File: src/esc_pkg.sv
`timescale 1ns / 1ps
// ----------------------------------------------------------------------------
// esc_pkg - shared types and constants
// Divider control word, time constants and the month length table.
// ----------------------------------------------------------------------------
package esc_pkg;

   localparam logic [16:0] SECS_PER_DAY  = 17'd86400;
   localparam logic [16:0] SECS_PER_HOUR = 17'd3600;
   localparam logic [16:0] SECS_PER_MIN  = 17'd60;
   localparam logic [8:0]  DAYS_PER_YEAR = 9'd365;

   // quotient bits produced in each division phase
   localparam logic [5:0] DAY_STEPS  = 6'd32;
   localparam logic [5:0] HOUR_STEPS = 6'd5;
   localparam logic [5:0] MIN_STEPS  = 6'd6;

   localparam logic [3:0] LAST_MONTH = 4'd11;
   localparam logic [3:0] FEBRUARY   = 4'd1;

   typedef struct packed {
      logic load;
      logic step;
   } div_ctl_type;

   // days in month m (0 is January), leap adds a day to February
   function automatic logic [4:0] month_len(input logic [3:0] m, input logic leap);
      logic [4:0] len;
      case (m)
         4'd1:                   len = 5'd28;
         4'd3, 4'd5, 4'd8, 4'd10: len = 5'd30;
         default:                len = 5'd31;
      endcase
      if (m == FEBRUARY && leap) begin
         len = 5'd29;
      end
      return len;
   endfunction

endpackage

File: src/esc_serdiv.sv
`timescale 1ns / 1ps
// ----------------------------------------------------------------------------
// esc_serdiv - bit-serial restoring divider
// One quotient bit per step; the dividend shifts out at the top while the
// quotient shifts in at the bottom of the same register.
// ----------------------------------------------------------------------------
module esc_serdiv (
   input  logic                    clock,
   input  esc_pkg::div_ctl_type    ctl,
   input  logic [16:0]             load_rem,
   input  logic [31:0]             load_dvd,
   input  logic [16:0]             divisor,
   output logic [31:0]             quot,
   output logic [16:0]             rem
);

   logic [31:0] dvd_ff, dvd_in;
   logic [16:0] rem_ff, rem_in;
   logic [17:0] partial;
   logic [17:0] diff;
   logic        ge;

   always_comb begin
      partial = {rem_ff, dvd_ff[31]};
      diff    = partial - {1'b0, divisor};
      ge      = partial >= {1'b0, divisor};
      rem_in  = rem_ff;
      dvd_in  = dvd_ff;
      if (ctl.load) begin
         rem_in = load_rem;
         dvd_in = load_dvd;
      end else if (ctl.step) begin
         rem_in = ge ? diff[16:0] : partial[16:0];
         dvd_in = {dvd_ff[30:0], ge};
      end
   end

   always_ff @(posedge clock) begin
      rem_ff <= rem_in;
      dvd_ff <= dvd_in;
   end

   assign quot = dvd_ff;
   assign rem  = rem_ff;

endmodule

File: src/esc_calwalk.sv
`timescale 1ns / 1ps
// ----------------------------------------------------------------------------
// esc_calwalk - year and month walk
// Subtracts whole years, then whole months, from a day count, one per cycle.
// ----------------------------------------------------------------------------
module esc_calwalk #(
   parameter int YEAR_SPAN = 100
) (
   input  logic        clock,
   input  logic        reset,
   input  logic        start,
   input  logic [15:0] days_in,
   output logic        done,
   output logic [6:0]  year,
   output logic [3:0]  month,
   output logic [4:0]  day,
   output logic        out_of_range
);

   typedef enum logic [1:0] {W_IDLE, W_YEAR, W_MONTH} walk_state_type;

   walk_state_type state_ff;
   logic [15:0]    days_ff;
   logic [6:0]     year_ff;
   logic [3:0]     month_ff;
   logic           oor_ff;
   logic           done_ff;
   logic [8:0]     ylen;
   logic [4:0]     mlen;
   logic           leap;

   always_comb begin
      leap = (year_ff[1:0] == 2'd0);
      ylen = esc_pkg::DAYS_PER_YEAR + {8'd0, leap};
      mlen = esc_pkg::month_len(month_ff, leap);
   end

   always_ff @(posedge clock) begin
      if (reset) begin
         state_ff <= W_IDLE;
         done_ff  <= 1'b0;
      end else begin
         done_ff <= 1'b0;
         unique case (state_ff)
            W_IDLE: begin
               if (start) begin
                  days_ff  <= days_in;
                  year_ff  <= '0;
                  month_ff <= '0;
                  oor_ff   <= 1'b0;
                  state_ff <= W_YEAR;
               end
            end
            W_YEAR: begin
               if (year_ff >= 7'(YEAR_SPAN)) begin
                  oor_ff   <= 1'b1;
                  done_ff  <= 1'b1;
                  state_ff <= W_IDLE;
               end else if (days_ff < {7'd0, ylen}) begin
                  state_ff <= W_MONTH;
               end else begin
                  days_ff <= days_ff - {7'd0, ylen};
                  year_ff <= year_ff + 7'd1;
               end
            end
            W_MONTH: begin
               if (month_ff == esc_pkg::LAST_MONTH || days_ff < {11'd0, mlen}) begin
                  done_ff  <= 1'b1;
                  state_ff <= W_IDLE;
               end else begin
                  days_ff  <= days_ff - {11'd0, mlen};
                  month_ff <= month_ff + 4'd1;
               end
            end
            default: state_ff <= W_IDLE;
         endcase
      end
   end

   assign done         = done_ff;
   assign year         = year_ff;
   assign month        = month_ff;
   assign day          = days_ff[4:0];
   assign out_of_range = oor_ff;

endmodule

File: src/epoch_seconds_to_calendar_unit.sv
`timescale 1ns / 1ps
// ----------------------------------------------------------------------------
// epoch_seconds_to_calendar_unit - seconds since 2000 to calendar time
// Splits a seconds count into year, month, day, hour, minute and second.
// ----------------------------------------------------------------------------
// Usage:
//   Drive req_seconds and raise start while busy is low; the word is taken at
//   that edge and busy rises on the next cycle. One result word follows, shown
//   for a single cycle with rsp_valid high; it must be captured then, the
//   receiver has no way to stall it.
// Sequence:
//   One bit-serial divider produces one quotient bit per cycle: first the day
//   split by 86400, then the hour by 3600, then minute and second by 60. The
//   calendar walk then subtracts whole years, then whole months, from the day
//   count, and the result word is registered on the walk's done strobe.
// Throughput:
//   One word at a time; busy drops on the cycle the result is shown, so a new
//   word can be accepted then.
// Reset:
//   Synchronous reset returns the controller to idle and drops any word in
//   flight; no result is emitted for it.
// Out of range:
//   A count at or past YEAR_SPAN years sets rsp_out_of_range, other fields 0.
// ----------------------------------------------------------------------------
module epoch_seconds_to_calendar_unit #(
   parameter int YEAR_SPAN = 100
) (
   input  logic        clock,
   input  logic        reset,
   input  logic        start,
   output logic        busy,
   input  logic [31:0] req_seconds,
   output logic        rsp_valid,
   output logic [6:0]  rsp_year,
   output logic [3:0]  rsp_month,
   output logic [4:0]  rsp_day,
   output logic [4:0]  rsp_hour,
   output logic [5:0]  rsp_minute,
   output logic [5:0]  rsp_second,
   output logic        rsp_out_of_range
);

   typedef enum logic [2:0] {S_IDLE, S_DAY, S_HOUR, S_MIN, S_CAL} state_type;

   state_type             state_ff;
   logic [5:0]            cnt_ff;
   logic [15:0]           days_ff;
   logic [4:0]            hour_ff;
   logic [5:0]            minute_ff;
   logic [5:0]            second_ff;
   logic                  rsp_valid_ff;
   logic [6:0]            rsp_year_ff;
   logic [3:0]            rsp_month_ff;
   logic [4:0]            rsp_day_ff;
   logic [4:0]            rsp_hour_ff;
   logic [5:0]            rsp_minute_ff;
   logic [5:0]            rsp_second_ff;
   logic                  rsp_oor_ff;

   esc_pkg::div_ctl_type  div_ctl;
   logic [16:0]           div_load_rem;
   logic [31:0]           div_load_dvd;
   logic [16:0]           divisor;
   logic [31:0]           quot;
   logic [16:0]           rem;
   logic                  day_last;
   logic                  hour_last;
   logic                  min_last;
   logic                  cal_start;
   logic                  cal_done;
   logic [6:0]            cal_year;
   logic [3:0]            cal_month;
   logic [4:0]            cal_day;
   logic                  cal_oor;

   always_comb begin
      day_last  = (state_ff == S_DAY)  && (cnt_ff == esc_pkg::DAY_STEPS);
      hour_last = (state_ff == S_HOUR) && (cnt_ff == esc_pkg::HOUR_STEPS);
      min_last  = (state_ff == S_MIN)  && (cnt_ff == esc_pkg::MIN_STEPS);
      cal_start = min_last;

      div_ctl.load = ((state_ff == S_IDLE) && start) || day_last || hour_last;
      div_ctl.step = ((state_ff == S_DAY) || (state_ff == S_HOUR) ||
                      (state_ff == S_MIN)) && !day_last && !hour_last && !min_last;

      // left-align each remainder so only the quotient bits that can be set are run
      div_load_rem = '0;
      div_load_dvd = req_seconds;
      if (day_last) begin
         div_load_rem = {5'd0, rem[16:5]};
         div_load_dvd = {rem[4:0], 27'd0};
      end else if (hour_last) begin
         div_load_rem = {6'd0, rem[16:6]};
         div_load_dvd = {rem[5:0], 26'd0};
      end

      unique case (state_ff)
         S_HOUR:  divisor = esc_pkg::SECS_PER_HOUR;
         S_MIN:   divisor = esc_pkg::SECS_PER_MIN;
         default: divisor = esc_pkg::SECS_PER_DAY;
      endcase
   end

   esc_serdiv u_div (
      .clock    (clock),
      .ctl      (div_ctl),
      .load_rem (div_load_rem),
      .load_dvd (div_load_dvd),
      .divisor  (divisor),
      .quot     (quot),
      .rem      (rem)
   );

   esc_calwalk #(
      .YEAR_SPAN (YEAR_SPAN)
   ) u_cal (
      .clock        (clock),
      .reset        (reset),
      .start        (cal_start),
      .days_in      (days_ff),
      .done         (cal_done),
      .year         (cal_year),
      .month        (cal_month),
      .day          (cal_day),
      .out_of_range (cal_oor)
   );

   always_ff @(posedge clock) begin
      if (reset) begin
         state_ff     <= S_IDLE;
         cnt_ff       <= '0;
         rsp_valid_ff <= 1'b0;
      end else begin
         rsp_valid_ff <= 1'b0;
         unique case (state_ff)
            S_IDLE: begin
               if (start) begin
                  cnt_ff   <= '0;
                  state_ff <= S_DAY;
               end
            end
            S_DAY: begin
               if (day_last) begin
                  days_ff  <= quot[15:0];
                  cnt_ff   <= '0;
                  state_ff <= S_HOUR;
               end else begin
                  cnt_ff <= cnt_ff + 6'd1;
               end
            end
            S_HOUR: begin
               if (hour_last) begin
                  hour_ff  <= quot[4:0];
                  cnt_ff   <= '0;
                  state_ff <= S_MIN;
               end else begin
                  cnt_ff <= cnt_ff + 6'd1;
               end
            end
            S_MIN: begin
               if (min_last) begin
                  minute_ff <= quot[5:0];
                  second_ff <= rem[5:0];
                  state_ff  <= S_CAL;
               end else begin
                  cnt_ff <= cnt_ff + 6'd1;
               end
            end
            S_CAL: begin
               if (cal_done) begin
                  rsp_valid_ff  <= 1'b1;
                  rsp_oor_ff    <= cal_oor;
                  rsp_year_ff   <= cal_oor ? 7'd0 : cal_year;
                  rsp_month_ff  <= cal_oor ? 4'd0 : cal_month + 4'd1;
                  rsp_day_ff    <= cal_oor ? 5'd0 : cal_day + 5'd1;
                  rsp_hour_ff   <= cal_oor ? 5'd0 : hour_ff;
                  rsp_minute_ff <= cal_oor ? 6'd0 : minute_ff;
                  rsp_second_ff <= cal_oor ? 6'd0 : second_ff;
                  state_ff      <= S_IDLE;
               end
            end
            default: state_ff <= S_IDLE;
         endcase
      end
   end

   assign busy             = (state_ff != S_IDLE);
   assign rsp_valid        = rsp_valid_ff;
   assign rsp_year         = rsp_year_ff;
   assign rsp_month        = rsp_month_ff;
   assign rsp_day          = rsp_day_ff;
   assign rsp_hour         = rsp_hour_ff;
   assign rsp_minute       = rsp_minute_ff;
   assign rsp_second       = rsp_second_ff;
   assign rsp_out_of_range = rsp_oor_ff;

`ifndef SYNTHESIS
   a_busy_after_start: assert property (@(posedge clock) disable iff (reset)
      (start && !busy) |=> busy)
      else $error("busy did not rise after an accepted word");

   a_single_result: assert property (@(posedge clock) disable iff (reset)
      rsp_valid |=> !rsp_valid)
      else $error("result strobe held for more than one cycle");

   a_date_legal: assert property (@(posedge clock) disable iff (reset)
      rsp_valid |-> (rsp_out_of_range ||
                     (rsp_month != 4'd0 && rsp_month <= 4'd12 && rsp_day != 5'd0)))
      else $error("month or day out of range in result");

   a_time_legal: assert property (@(posedge clock) disable iff (reset)
      rsp_valid |-> (rsp_out_of_range ||
                     (rsp_hour < 5'd24 && rsp_minute < 6'd60 && rsp_second < 6'd60)))
      else $error("time of day out of range in result");
`endif

endmodule

File: config.mk
export PLATFORM = sky130hd
export DESIGN_NAME = epoch_seconds_to_calendar_unit
export DESIGN_NICKNAME = d
export VERILOG_FILES = /design/src/esc_pkg.sv /design/src/esc_serdiv.sv /design/src/esc_calwalk.sv /design/src/epoch_seconds_to_calendar_unit.sv
export SDC_FILE = /design/constraint.sdc
export NUM_CORES = 1
export LEC_CHECK = 0
export BUFFER_PORTS_ARGS = -buffer_cell sky130_fd_sc_hd__buf_2
export CORE_UTILIZATION = 30
export CTS_BUF_LIST = sky130_fd_sc_hd__clkbuf_2 sky130_fd_sc_hd__clkbuf_4 sky130_fd_sc_hd__clkbuf_8
export CTS_CLUSTER_DIAMETER = 40
export CTS_CLUSTER_SIZE = 8
export DETAILED_ROUTE_END_ITERATION = 10
export PLACE_DENSITY = 0.44
export SLEW_MARGIN = 20
export SYNTH_ARGS = -nofsm -noshare
export SYNTH_HDL_FRONTEND = slang
export SYNTH_SLANG_ARGS = --single-unit
File: constraint.sdc
create_clock -name clock -period 5.13 [get_ports clock]
set_clock_uncertainty 0.1 [all_clocks]
set_input_delay 0.7695 -clock clock [delete_from_list [all_inputs] [get_ports clock]]
set_output_delay 0.7695 -clock clock [all_outputs]
set_load 0.01 [all_outputs]
==> results.txt <==
metal3 WL -> 677 µm
placed cells -> 1143
Nets -> 890
worst vdd ir -> 0.0002217 V
post-DP HPWL -> 13.81 mm
CTS H-Tree Depth -> 4
post-CTS setup buffer count -> 0
Final Wtd Congestion -> 0.8383
Yosys reg bits -> 157
Buf+Inv Stages, Crit Path -> 1
LEAKAGE -> 0.003458 µW
antenna-violating nets left -> 0
R2R Path Start -> state_ff[2]
Synth warnings -> 0
crit path DAT -> 4.21 ns
cts repair resizes -> 0
Non-Filler Instances -> 1174
top sig layer -> met4
Setup crit start -> state_ff[2]
commonest non-fill, non-tap cell in the layout -> edfxtp_1
most frequent cells in the layout -> 144 x edfxtp_1, 94 x nand2_1, 70 x buf_2
area occupied by multi-input gates -> 3401 µm²
die height -> 167.6 µm
Slowest cell on crit path -> dfxtp_1
MaxCap Viol Count -> 0
via count -> 5770
post-synth cell types -> 72
ANT cells -> 0
Setup Viol. Count Final -> 0
layout cells sized above 1 -> 15.97%
clk_lat worst skew -> 0.46 ns
Relative slew margins -> 33.24%
worst hold start -> u_div.quot[13]
grt ovf -> 0
cts bufs inserted -> 17
antenna violations before repair -> 0
Core Rows -> 60
largest net degree at the start of global routing -> 45
DR iter-0 viols -> 445
Critical Path Start Type -> register
clk slew on worst S/H paths -> 0.09 ns
first-pass GRT wire length -> 32.20 mm
Global Route Usage Sum -> 14.79%
Max Slew Vio Count -> 0
Critical Path Sink Type -> register
register area share after synthesis -> 55.70%
Area Growth Syn to Fin -> 14.17%
worst-path fanout max -> 16
Async SR Flop Fraction -> 0%
fillers -> 2716
initial core utilization -> 30.54%
I/O pins -> 71
Setup TNS Final -> 0 ns
routed len/inst -> 16.85 µm
met2 WL -> 8.886 mm
Avg Cell Area, Syn -> 10.79 µm²
Post-Route Utilization -> 34.87%
Clock Sinks -> 157
pwr/cell area -> 403.2 nW/µm²
R2R Setup Slk -> 1.00 ns
hold_ws -> 0.3540 ns
DIE AREA -> 28100 µm²
CP most frequent cell -> nor2b_1
drc violations -> 0
Mapped Cells -> 763
Avg Vias per Cell -> 4.915
vias in the first global route -> 5780
number of synthesized flops with an enable pin -> 144
Worst Tran Pin Value -> 0.9991 ns
FMAX -> 0.2422 GHz
cell area after synthesis -> 8230 µm²
Mapped Nets -> 832
cells along the critical path -> nor2b_1 -> nand2_1 -> inv_1 -> ha_1 -> fa_1 -> nor2b_1 -> o311a_1 -> o21bai_1 -> a21boi_1 -> o21a_1 -> mux2i_1 -> o22ai_1
outcome -> completed
commonest register cell after synthesis -> edfxtp_1
clk root buf -> clkbuf_8
worst min path class -> reg2reg
hold buffer count at CTS -> 0
Core Region -> 26950 µm²
min Tclk post-route -> 4.129 ns
M1 WL -> 10.01 mm
Max stage delay on crit path -> 0.68 ns
DRT Pass-1 Iters -> 5
# port buffers -> 70
CP delay by family, top -> compound AO/OA/AOI/OAI gates
fin crit share -> 80.50%
final wirelength -> 19.78 mm
Max Root-Sink Buffers -> 2
unrepaired setup endpoints after global routing -> false
sequential cell area -> 4584 µm²
Die X -> 167.6 µm
Hold Vio Cnt, Final -> 0
TritonCTS clock tree -> built
WS Path Type -> reg2reg
Worst EP required -> 5.21 ns
-- synth_stat cells, drive strengths merged, types with 4 or more instances --
cell,n,share of area (%)
a21o,5,0.46
nor2,68,3.1
o21ai,31,2.0
o221ai,5,0.53
nor2b,31,2.4
dfxtp,13,3.2
or3,5,0.44
nand2,94,4.3
mux2,4,0.55
nor3,18,1.2
nand4,6,0.46
o21a,6,0.55
a31oi,7,0.61
inv,32,1.5
nand2b,4,0.30
buf,9,0.56
edfxtp,144,53
mux2i,25,3.0
and2,6,0.46
or2,4,0.30
o211ai,4,0.36
o22ai,11,0.84
xnor2,11,1.2
a21oi,68,4.1
ha,31,4.7
xor2,12,1.3
nand3,25,1.5
clkbuf,29,1.3
-- sequential cells by signal, summed over array words and instances, names as in the netlist, 7 cells and up --
name / cells
rsp_year: 7
u_div.quot: 32
u_div.rem: 17
u_cal.year: 7
u_cal.days_ff: 16
days_ff: 16
-- area by class of cell --
| cell class | instances | share of cell area, % |
|---|---|---|
| Multi-Input combinational cell | 536 | 36.19 |
| Clock inverter | 14 | 2.344 |
| Tap cell | 341 | 4.541 |
| Timing Repair Buffer | 77 | 4.368 |
| Inverter | 32 | 1.278 |
| Clock buffer | 17 | 2.490 |
| Sequential cell | 157 | 48.79 |
-- kinds of logic (layout without fill, tap and decap cells) --
logic type,Yosys count,after routing,share of synthesized area [%]
and+or+nand+nor,276,276,15.92
AOI/OAI and AO/OA,174,174,13.56
DFF,157,157,55.70
buffers and inverters,70,140,3.344
adders and majority gates,34,34,5.442
muxes,29,29,3.588
xor gates and xnor gates,23,23,2.448
-- per-stage QoR --
step                power [µW]  setup WS [ns]  cell area (µm²)
floorplan                 2465          1.096             8230
global placement          2745          1.057             8925
detailed placement        2742         0.9979             8942
CTS                       3835         0.9895             9397
global route              4028         0.6605             9397
finish                    3789          1.001             9397
-- metal layers --
metal	track usage, %	up-vias
li1	-	2897
met1	20.70	2761
met2	23.01	102
met3	3.214	10
met4	3.909	0
met5	0	-
-- report_power, final --
part / internal (µW) / switching, µW
clock: 551 / 533
sequential: 1620 / 163
combinational: 383 / 539
total: 2550 / 1240
-- final timing paths --
path | end | cells after the start
setup / recovery | u_div.rem[4] | 12
hold / removal | days_ff[13] | 0
setup reg to reg | u_div.rem[4] | 12
hold reg to reg | days_ff[13] | 0
Note: power is estimated with default switching activity, not from simulation.
